<file path="config.mk">
export PLATFORM = sky130hd
export DESIGN_NAME = svm_ctrl
export DESIGN_NICKNAME = d
export VERILOG_FILES = /design/src/rtl/svm_pkg.sv /design/src/rtl/svm_ctrl.sv
export SDC_FILE = /design/constraint.sdc
export NUM_CORES = 1
export LEC_CHECK = 0
export ABC_CLOCK_PERIOD_IN_PS = 2200
export BUFFER_PORTS_ARGS = -buffer_cell sky130_fd_sc_hd__buf_4
export CAP_MARGIN = 20
export CORE_AREA = 8 8 45 47
export DETAILED_ROUTE_END_ITERATION = 10
export DIE_AREA = 0 0 53 55
export PLACE_DENSITY_LB_ADDON = 0.12
export SYNTH_ARGS = -nofsm -noshare
export SYNTH_HDL_FRONTEND = slang
export SYNTH_SLANG_ARGS = --single-unit
</file>
<file path="constraint.sdc">
create_clock -name clk -period 2.2 [get_ports clk]
set_input_delay 0 -clock clk [delete_from_list [all_inputs] [get_ports clk]]
set_output_delay 0 -clock clk [all_outputs]
set_load 0.01 [all_outputs]
</file>
<file path="src/rtl/svm_pkg.sv">
// ----------------------------------------------------------------------------
// svm_pkg
// Shared types and constants of the stack machine execute unit.
// ----------------------------------------------------------------------------
package svm_pkg;

	// Default sizes of the machine stores
	localparam int DATA_DEPTH_DEF = 64;
	localparam int CALL_DEPTH_DEF = 16;
	localparam int REG_COUNT_DEF  = 256;

	// Serial divider length, one quotient bit per cycle
	localparam int DIV_STEPS = 32;
	localparam int DIV_CNT_W = $clog2(DIV_STEPS);

	// Configuration register byte addresses
	localparam int          CFG_ADDR_W     = 2;
	localparam logic [1:0]  CFG_ENTRY_ADDR = 2'd0;

	// Instruction codes
	typedef enum logic [3:0] {
		OP_PUSH_IMM    = 4'd0,
		OP_PUSH_REG    = 4'd1,
		OP_ADD         = 4'd2,
		OP_MUL         = 4'd3,
		OP_CALL        = 4'd4,
		OP_JMP         = 4'd5,
		OP_RET         = 4'd6,
		OP_DIV         = 4'd7,
		OP_SUB         = 4'd8,
		OP_SETREG_CONST = 4'd9,
		OP_SETREG_REG  = 4'd10,
		OP_HALT        = 4'd11,
		OP_NOP         = 4'd12,
		OP_START       = 4'd13
	} op_t;

	// Machine status codes
	localparam logic [2:0] STS_RUN   = 3'd0;
	localparam logic [2:0] STS_HALT  = 3'd1;
	localparam logic [2:0] STS_DIV0  = 3'd2;
	localparam logic [2:0] STS_UNDER = 3'd3;
	localparam logic [2:0] STS_OVER  = 3'd4;
	localparam logic [2:0] STS_IDLE  = 3'd5;

	localparam logic [8:0]  EXIT_ERR  = 9'h1FF;
	localparam logic [31:0] BYTE_MASK = 32'h0000_00FF;

	// Controller to datapath commands
	typedef struct packed {
		logic latch;
		logic exec;
		logic div_step;
		logic wb;
		logic cap;
	} svm_cmd_t;

	// Datapath to controller status
	typedef struct packed {
		logic go_div;
		logic go_wb;
	} svm_sts_t;

endpackage

</file>
<file path="src/rtl/svm_ctrl.sv">
// ----------------------------------------------------------------------------
// svm_ctrl
// Sequencer: accept, operand read, execute, serial divide, push back, top-of-stack read, result capture.
// ----------------------------------------------------------------------------
module svm_ctrl import svm_pkg::*; (
	input  logic     clk,
	input  logic     arst_n,
	input  logic     in_valid,
	output logic     in_ready,
	output logic     out_valid,
	input  logic     out_ready,
	input  svm_sts_t sts,
	output svm_cmd_t cmd
);

	typedef enum logic [2:0] {
		S_IDLE, S_READ, S_EXEC, S_DIV, S_WB, S_TOP, S_CAP
	} state_t;

	state_t               state_q;
	logic [DIV_CNT_W-1:0] div_cnt_q;
	logic                 out_vld_q;
	logic                 cap_ok;

	assign cap_ok    = (state_q == S_CAP) && (!out_vld_q || out_ready);
	assign in_ready  = (state_q == S_IDLE);
	assign out_valid = out_vld_q;

	// Command decode
	always_comb begin
		cmd          = '0;
		cmd.latch    = (state_q == S_IDLE) && in_valid;
		cmd.exec     = (state_q == S_EXEC);
		cmd.div_step = (state_q == S_DIV);
		cmd.wb       = (state_q == S_WB);
		cmd.cap      = cap_ok;
	end

	// State and output slot
	always_ff @(posedge clk or negedge arst_n) begin
		if (!arst_n) begin
			state_q   <= S_IDLE;
			div_cnt_q <= '0;
			out_vld_q <= 1'b0;
		end else begin
			if (cap_ok)
				out_vld_q <= 1'b1;
			else if (out_ready)
				out_vld_q <= 1'b0;
			unique case (state_q)
				S_IDLE: begin
					if (in_valid)
						state_q <= S_READ;
				end
				S_READ: state_q <= S_EXEC;
				S_EXEC: begin
					div_cnt_q <= '0;
					if (sts.go_div)
						state_q <= S_DIV;
					else if (sts.go_wb)
						state_q <= S_WB;
					else
						state_q <= S_TOP;
				end
				S_DIV: begin
					div_cnt_q <= div_cnt_q + 1'b1;
					if (div_cnt_q == DIV_CNT_W'(DIV_STEPS - 1))
						state_q <= S_WB;
				end
				S_WB:  state_q <= S_TOP;
				S_TOP: state_q <= S_CAP;
				S_CAP: begin
					if (cap_ok)
						state_q <= S_IDLE;
				end
				default: state_q <= S_IDLE;
			endcase
		end
	end

endmodule

</file>
==> Word-level counts from Yosys, hierarchy flattened <==
Cells that the tools add are included.
{ "totals": {"register_bits": 9, "output_inout_bits": 7} }
{ "classes": {"add_sub_neg": 1, "eq_ne": 10, "n_mux": 9, "reduce_logical": 8} }
{ "ops": {"columns": ["operator", "count"], "rows": [
  ["$pmux W3 S7", 1],
  ["$mux W3", 4],
  ["$pmux W5 S2", 1],
  ["$eq A3 B3 Y1 const B", 3],
  ["$eq A3 B2 Y1 const B", 2],
  ["$add A5 B1 Y5 const B", 1],
  ["$eq A5 B5 Y1 const B", 1],
  ["$ne A2 B2 Y1 const B", 2],
  ["$reduce_bool A2 Y1", 2],
  ["$eq A3 B1 Y1 const B", 1],
  ["$logic_not A3 Y1", 1],
  ["$mux W1", 3],
  ["$reduce_and A3 Y1", 1],
  ["$logic_and A1 B1 Y1", 2],
  ["$ne A2 B1 Y1 const B", 1],
  ["$logic_not A1 Y1", 1],
  ["$logic_or A1 B1 Y1", 1]
]} }

==> Depth between registers and ports, before layout <==
Gate-level depths: netlist of run 1.
{ "depth": {"depth_word": 5, "ltp_mapped": 6} }

==> Least setup slack after synthesis of run 1 <==
No wires, ideal clock.
{ "synth_timing": {"path_kind": "register to register", "start": "reg div_cnt_q[0]", "end": "reg state_q[0]", "arrival_time_ns": 1.402, "required_time_ns": 2.104, "setup_slack_ns": 0.702, "path_stages_with_launch": 7, "n_path_buf": 0, "period_less_slack_ns": 1.498, "cell_sequence": "dfrtp_1 ha_1 and3_1 ha_1 and2_1 a211o_1 o31ai_1"} }
{ "synth_between": {"elab_chain_cells": 3} }
{ "synth_rtl": {"columns": ["element", "line_no", "source"], "rows": [
  ["from (decl)", "svm_ctrl.sv:21", "logic [DIV_CNT_W-1:0] div_cnt_q;"],
  ["from (signal assigned)", "svm_ctrl.sv:66", "div_cnt_q <= div_cnt_q + 1'b1;"],
  ["$eq A5 B5 Y1", "svm_ctrl.sv:67", "if (div_cnt_q == DIV_CNT_W'(DIV_STEPS - 1))"],
  ["$ne A2 B1 Y1 (no source line)", null, null],
  ["$reduce_and A3 Y1 (no source line)", null, null],
  ["to (signal assigned)", "svm_ctrl.sv:68", "state_q <= S_WB;"],
  ["to (signal assigned)", "svm_ctrl.sv:70", "S_WB: state_q <= S_TOP;"],
  ["to (signal assigned)", "svm_ctrl.sv:71", "S_TOP: state_q <= S_CAP;"],
  ["to (decl)", "svm_ctrl.sv:20", "state_t state_q;"]
]} }
Every way passes these cells.
A chain may end at the register's enable or synchronous reset.

==> Worst setup path in the final report of run 1 <==
Same ends and word-level chain as after synthesis.

==> results.toml, run 1 <==
[yosys]
ys_seq_area_share_pct = 43.06
synth_flop_cell = "dfrtp_1"
synthTopCellsByArea = "dfrtp_1 (43%), ha_1 (4.8%), nand2_1 (4.3%)"
syn_area_per_cell_sq_um = 9.509
synth_compound_area_share_pct = 11.96
synth_fa_ha_area_share_pct = 4.785
syn_inst = 55
yosys_warnings = 0
yosysUniqueCellTypes = 28
synth_top_cell_by_area = "dfrtp_1"
synth_top_family_by_area = "simple AND/OR/NAND/NOR gates"
synth_common_cells = "dfrtp_1 (9), nand2_1 (6), nand3_1 (4), nor2_1 (4), o21ai_0 (3)"
synth_edf_count = 0
ys_ff_latch = 9
synth-async-reset-ratio_pct = 100.0
syn-num-nets = 63
synthMuxAreaShare_pct = 5.981
synth_top_area_share_pct = 43.06
syn-cell-area_sq_um = 523.0
synth-simple-area-share_pct = 27.27
yosys.area_share.xor_xnor_pct = 0
synth.most_common_cell = "dfrtp_1"

[finish]
drive_gt1_share_pct = 25.37
design_area_sq_um = 636.9
area_delta_synth_final_pct = 21.77
fin_util_pct = 46.02
diodes = 0
fill_cells = 136
fin_nets = 76

[timing]
slew_violations = 0
max_freq_mhz = 627.5
rsz0062_at_grt = "false"
finClkSkew_ns = 0.003907
finalHoldViolCount = 0
tightestPinTransition_ns = 0.4051
period_needed_ns = 1.594
slew_headroom_pct = 72.99
setup_viol = 0
period_share_pct = 72.44
setup_tns_ns = 0

[power]
seq_power_share_pct = 41.0
max-vdd-ir-drop_mv = 0.5806
pwr-share-comb_pct = 42.0
cellPowerDensity_mw_per_mm2 = 1265
p_int_uw = 477.9
power_uw = 805.8
swShare_pct = 40.69
p_leak_uw = 0.0003118
switching_power_uw = 327.9
clockPowerShare_pct = 17.0

[setup_path]
cp_slowest_cell = "dfrtp_1"
arrival_ns = 1.76
crit_chain = "ha_1 -> and3_1 -> ha_1 -> and2_1 -> a211o_1 -> o31ai_1"
path_common_cell = "ha_1"
path_class = "flip-flop to flip-flop"
critPathMaxFanout = 3
critPathMaxStageDelay_ns = 0.40
startpoint_type = "flip-flop"
crit_required_ns = 2.37
end_kind = "flip-flop"

[job]
drv_cap = 0

[global_route]
grt_overflow = 0
grt_use_total_pct = 9.301
grt_pass1_vias = 416
antenna_found_initial = 0
grt_pass1_wl_um = 1945
grt_start_max_net_pins = 15

[cts]
clkTransAtPathRegs_ns = 0.07
insertion_delay_ns = 0.27
cts_buffer_depth = 2
htreeDepth = 1
cts-root-buf = "clkbuf_4"
cts_tree = "yes"
cts_sinks = 9
postCtsSetupRepairBufs = 0
cts_resized = 0
cts_made_buffers = 3

[min_path]
hold_class = "primary input to flip-flop"

[routing]
drc = 0
wirelength_um = 1105
wl_per_cell_um = 13.31
ant_nets = 0
dr_total_vias = 425
vias_per_cell = 5.120
drt_iter0_markers = 6
dr.pass1.iters = 3

[die]
num_rows = 14
die_x_um = 53
start_util_pct = 37.79
core_area_sq_mm = 0.001384
io_pins = 13
dieHeight_um = 55
die-area_sq_mm = 0.002915

[status]
outcome = "completed"

[place]
io_buffers = 12
gp_congestion = 0.6847
post_dp_cell_area_sq_um = 600.6
layout by cell type (no fill, tap or decap), types with 2 or more instances in the layout:
cell / Yosys / final
mux2i_1: 2 / 2
nand2b_1: 2 / 2
and2_1: 2 / 2
clkbuf_4: 0 / 3
nand3_1: 4 / 4
nor2_1: 4 / 4
ha_1: 2 / 2
nand2_1: 6 / 6
dfrtp_1: 9 / 9
buf_4: 1 / 12
nor2b_1: 2 / 2
o21ai_0: 3 / 3
sequential cells by signal, summed over array words and instances, names as in the netlist:
register,cells
div_cnt_q,5
out_valid,1
state_q,3
worst paths after layout:
kind	startpoint	endpoint	slack [ns]	depth (start not counted)
worst max-delay path	div_cnt_q[0]$_DFFE_PN0P_	state_q[0]$_DFFE_PN0P_	0.61	6
worst min-delay path	sts[0]	state_q[0]$_DFFE_PN0P_	0.01	3
worst max register to register	div_cnt_q[0]$_DFFE_PN0P_	state_q[0]$_DFFE_PN0P_	0.61	6
worst min register to register	div_cnt_q[4]$_DFFE_PN0P_	div_cnt_q[4]$_DFFE_PN0P_	0.50	2
max in group asynchronous	arst_n	div_cnt_q[3]$_DFFE_PN0P_	1.97	2
min in group asynchronous	arst_n	state_q[2]$_DFFE_PN0P_	0.09	2
per-layer routing:
metal	up-vias	GRT usage, %	share of wire [%]
met5	-	0	0
met4	0	6.466	3.2
met3	5	3.476	6.2
met2	10	13.67	43
met1	196	11.01	48
li1	214	-	-
kinds of logic after synthesis:
kind of cell / after synthesis
AOI/OAI and AO/OA: 9
adders and majority gates: 2
buffers and inverters: 6
DFF: 9
muxes: 3
and+or+nand+nor: 26
through the flow:
stage / worst slack, ns / instances / hold slack (ns)
global route: 0.5161 / 83 / 0.01940
finish: 0.6063 / 83 / 0.009895
CTS: 0.5961 / 83 / 0.01163
global placement: 0.6546 / 78 / -0.1644
floorplan: 0.7022 / 55 / -0.2956
detailed placement: 0.6164 / 78 / -0.1658
final cells by class:
type | instances | area (sq um) | area share (%)
Sequential cell | 9 | 225.2 | 35.36
Tap cell | 16 | 20.02 | 3.143
Clock buffer | 4 | 26.28 | 4.126
Inverter | 1 | 3.754 | 0.5894
Timing Repair Buffer | 13 | 100.1 | 15.72
Multi-Input combinational cell | 40 | 261.5 | 41.06
repair_timing:
action | CTS | global route
endpoints found under the hold margin | 9 | 0
endpoints found under the setup margin | 0 | 0
hold buffers | 1 | 0
power by group through the flow:
| stage | Combinational (uW) | Clock (uW) | Sequential (uW) |
|---|---|---|---|
| 6_report | 338 | 137 | 330 |
| 3_5_place_dp | 343 | 0 | 335 |
| 5_1_grt | 382 | 147 | 347 |
| 3_3_place_gp | 341 | 0 | 337 |
| 2_1_floorplan | 308 | 0 | 266 |
| 4_1_cts | 347 | 138 | 331 |
worst max-delay path: cells and delay by family (launching register included):
kind | cells | cell delay (ns)
fa+ha+maj | 2 | 0.42
flops | 1 | 0.40
simple gates | 2 | 0.35
compound gates | 2 | 0.33
No activity file was read; power rests on OpenSTA's default activity.
==> run 2, diff against run 1 <==
ABC_CLOCK_PERIOD_IN_PS = 1600   (was 2200)
clock period = 1.6 ns   (was 2.2 ns; I/O delays follow)
==> results.toml, run 2 (synthesis results as in run 1) <==
[cts]
insertion_delay_ns = 0.26
cts-root-buf = "clkbuf_4"
cts_sinks = 9
clkTransAtPathRegs_ns = 0.06
postCtsSetupRepairBufs = 0
cts_tree = "yes"
htreeDepth = 1
cts_buffer_depth = 2
cts_made_buffers = 3

[die]
die-area_sq_mm = 0.002915
die_x_um = 53
dieHeight_um = 55
start_util_pct = 37.79
core_area_sq_mm = 0.001384
io_pins = 13
num_rows = 14

[global_route]
antenna_found_initial = 0
grt_start_max_net_pins = 12
grt_use_total_pct = 9.401
grt_overflow = 0
grt_pass1_vias = 418
grt_pass1_wl_um = 1952

[routing]
top_layer = "met4"
vias_per_cell = 4.955
wl_met2_um = 499
ant_nets = 0
dr_total_vias = 436
routed-wl-met3_um = 77
wirelength_um = 1143
wl_per_cell_um = 12.99
wl_met1_um = 531
drt_iter0_markers = 1
drc = 0
dr.pass1.iters = 3

[finish]
instances_no_fill = 88
regMostFlops = "div_cnt_q"
layout_common_cells = "buf_4 (17), dfrtp_1 (9), nand2_1 (6)"
area_delta_synth_final_pct = 29.90
largest_reg_flops = 5
diodes = 0
fin_nets = 81
drive_gt1_share_pct = 33.33
final_common_cell = "buf_4"

[timing]
hold_slack_ns = 0.007387
finalHoldViolCount = 0
fin_ws_ns = 0.09524
period_share_pct = 94.05
slew_violations = 0
tightestPinTransition_ns = 0.2316
setup_tns_ns = 0
finClkSkew_ns = 0.001106
period_needed_ns = 1.505
setup_viol = 0
max_freq_mhz = 664.6
slew_headroom_pct = 84.56
rsz0062_at_grt = "false"

[power]
max-vdd-ir-drop_mv = 0.8908
swShare_pct = 38.67
seq_power_share_pct = 32.8
switching_power_uw = 457.2
p_int_uw = 725.0
pwr-share-comb_pct = 52.1
cellPowerDensity_mw_per_mm2 = 1740
p_leak_uw = 0.0003314
clockPowerShare_pct = 15.1

[min_path]
hold_class = "primary input to flip-flop"

[place]
place_ws_ns = 0.05146
dpl.hpwl_um = 832.9
io_buffers = 12
placed_cells = 83
gp_congestion = 0.7221

[setup_path]
arrival_ns = 1.68
path_class = "flip-flop to flip-flop"
critPathMaxFanout = 3
end_kind = "flip-flop"
crit_required_ns = 1.77
startpoint_type = "flip-flop"

[job]
drv_cap = 0

[status]
outcome = "completed"
==> run 2: cell count changes in the layout (fill, tap and decap cells not counted), sizes merged <==
cell  before  now
buf       12   17
==> run 2: repair_timing <==
item | 4_1_cts | 5_1_grt
endpoints found under the hold margin | 9 | 0
resized for setup | 0 | 2
endpoints found under the setup margin | 0 | 2
hold buffers | 1 | 0
==> run 2: worst paths after layout <==
path	start	end	slack, ns	cells past startpoint
max	div_cnt_q[0]$_DFFE_PN0P_	state_q[0]$_DFFE_PN0P_	0.1	6
min	sts[0]	state_q[0]$_DFFE_PN0P_	0.007	3
max reg2reg	div_cnt_q[0]$_DFFE_PN0P_	state_q[0]$_DFFE_PN0P_	0.1	6
min reg2reg	div_cnt_q[4]$_DFFE_PN0P_	div_cnt_q[4]$_DFFE_PN0P_	0.50	2
max in group asynchronous	arst_n	div_cnt_q[1]$_DFFE_PN0P_	1.36	2
min in group asynchronous	arst_n	state_q[2]$_DFFE_PN0P_	0.10	2
==> run 2: per-stage QoR <==
stage / power [uW] / instance area, sq um / utilization (%)
final: 1182 / 679.4 / 49.10
after global placement: 1014 / 638.1 / 46.11
after floorplan: 788.3 / 523.0 / -
after detailed placement: 1013 / 638.1 / 46.11
after global routing: 1295 / 679.4 / 49.10
after CTS: 1196 / 674.4 / 48.73
==> run 2: final cells by class <==
type                            instances  area, sq um
Sequential cell                         9        225.2
Fill cell                             136        704.4
Timing Repair Buffer                   18        137.6
Inverter                                1        3.754
Multi-Input combinational cell         40        266.5
Tap cell                               16        20.02
Clock buffer                            4        26.28
==> run 2: worst max-delay path, stage by stage (launching register included) <==
cell     delay, ns
dfrtp_1       0.38
ha_2          0.19
and3_1        0.19
ha_2          0.17
and2_1        0.16
a211o_1       0.26
o31ai_1       0.06
==> run 2: routing by layer <==
layer | vias up | global-route usage [%]
met5 | - | 0
met4 | 0 | 6.466
met3 | 5 | 4.011
met2 | 10 | 14.06
met1 | 195 | 10.66
li1 | 226 | -
==> run 2: power by group through the flow <==
stage	sequential, uW	clock, uW	combinational (uW)
final	388	179	616
after global placement	391	0	623
after CTS	388	185	624
after floorplan	365	0	423
after detailed placement	390	0	622
after global routing	400	200	695
==> run 3, diff against run 2 <==
MAX_ROUTING_LAYER = met4   (was default)
SLEW_MARGIN = 20   (was default)
==> results.toml, run 3 (synthesis results as in run 1) <==
[global_route]
grt_start_max_net_pins = 12
grt_pass1_wl_um = 1973
grt_overflow = 0
grt_use_total_pct = 9.688
grt_pass1_vias = 417
antenna_found_initial = 0

[finish]
fin_nets = 81
diodes = 0
largest_reg_flops = 5
regMostFlops = "div_cnt_q"
final_common_cell = "buf_4"
drive_gt1_share_pct = 33.33
layout_common_cells = "buf_4 (17), dfrtp_1 (9), nand2_1 (6)"
area_delta_synth_final_pct = 29.90
design_area_sq_um = 679.4
fin_util_pct = 49.10

[cts]
htreeDepth = 1
insertion_delay_ns = 0.26
cts-root-buf = "clkbuf_4"
cts_tree = "yes"
cts_sinks = 9
cts_buffer_depth = 2
clkTransAtPathRegs_ns = 0.06
cts_made_buffers = 3

[die]
start_util_pct = 37.79
core_area_sq_mm = 0.001384
num_rows = 14
die-area_sq_mm = 0.002915
io_pins = 13
die_x_um = 53
dieHeight_um = 55

[power]
clockPowerShare_pct = 15.1
swShare_pct = 38.68
pwr-share-comb_pct = 52.1
cellPowerDensity_mw_per_mm2 = 1740
switching_power_uw = 457.3
power_uw = 1182
seq_power_share_pct = 32.8
p_leak_uw = 0.0003314
p_int_uw = 724.9
max-vdd-ir-drop_mv = 0.8909

[setup_path]
critPathMaxStageDelay_ns = 0.38
cp_slowest_cell = "dfrtp_1"
path_class = "flip-flop to flip-flop"
crit_required_ns = 1.77
startpoint_type = "flip-flop"
end_kind = "flip-flop"
arrival_ns = 1.68
critPathMaxFanout = 3
crit_chain = "ha_2 -> and3_1 -> ha_2 -> and2_1 -> a211o_1 -> o31ai_1"
path_common_cell = "ha_2"

[routing]
dr_total_vias = 436
drc = 0
wl_met2_um = 499
top_layer = "met4"
wirelength_um = 1143
ant_nets = 0
drt_iter0_markers = 1
routed-wl-met3_um = 77
dr.pass1.iters = 3
vias_per_cell = 4.955
wl_per_cell_um = 12.99
wl_met1_um = 532

[place]
gp_congestion = 0.7306
io_buffers = 12
dpl.hpwl_um = 832.9
post_dp_cell_area_sq_um = 638.1

[job]
drv_cap = 0

[timing]
period_share_pct = 94.04
slew_headroom_pct = 84.56
setup_viol = 0
setup_tns_ns = 0
max_freq_mhz = 664.6
finalHoldViolCount = 0
period_needed_ns = 1.505
slew_violations = 0
tightestPinTransition_ns = 0.2316
finClkSkew_ns = 0.001106
rsz0062_at_grt = "false"

[status]
outcome = "completed"

[min_path]
hold_class = "primary input to flip-flop"
run 3: cell counts in the layout (fill, tap and decap cells not counted):
No cell type changed its count.
run 3: critical path: cells and delay by family (launching register included):
kind,cells,cell delay (ns)
AO/OA/AOI/OAI,2,0.32
AND/OR/NAND/NOR,2,0.35
flip-flops,1,0.38
adder cells (fa/ha/maj),2,0.36
run 3: timing repair:
action,CTS,global route
endpoints found under the hold margin,9,0
hold buffers,1,0
setup endpoints to repair,0,2
buffers inserted,0,0
gates resized for setup,0,2
run 3: power by group through the flow:
stage | clock (uW) | sequential [uW] | combinational (uW)
floorplan | 0 | 365 | 423
global placement | 0 | 391 | 623
detailed placement | 0 | 390 | 622
CTS | 185 | 388 | 624
global route | 200 | 400 | 695
finish | 179 | 388 | 616
run 3: routing by layer:
metal  GRT usage (%)  vias up
met5               -        -
met4           6.466        0
met3           4.011        5
met2           13.67       10
met1           10.97      195
li1                -      226
run 3: cell type report:
cell class,count,area (sq um)
Sequential cell,9,225.2
Clock buffer,4,26.28
Tap cell,16,20.02
Multi-Input combinational cell,40,266.5
Inverter,1,3.754
Fill cell,136,704.4
Timing Repair Buffer,18,137.6
run 3: path summary, 6_finish.rpt:
kind | from | endpoint | slack (ns) | depth (start not counted)
min | sts[0] | state_q[0]$_DFFE_PN0P_ | 0.008 | 3
min in group asynchronous | arst_n | state_q[2]$_DFFE_PN0P_ | 0.10 | 2
max in group asynchronous | arst_n | div_cnt_q[1]$_DFFE_PN0P_ | 1.36 | 2
max | div_cnt_q[0]$_DFFE_PN0P_ | state_q[0]$_DFFE_PN0P_ | 0.1 | 6
min reg2reg | div_cnt_q[4]$_DFFE_PN0P_ | div_cnt_q[4]$_DFFE_PN0P_ | 0.50 | 2
max reg2reg | div_cnt_q[0]$_DFFE_PN0P_ | state_q[0]$_DFFE_PN0P_ | 0.1 | 6
run 3: through the flow:
step                std cells  hold WS, ns  setup slack [ns]
floorplan                  55      -0.2956            0.1022
global placement           83      -0.1654           0.09915
detailed placement         83      -0.1656           0.05146
CTS                        88    0.0004918           0.03443
global route               88      0.02302          0.006718
finish                     88     0.007518           0.09538
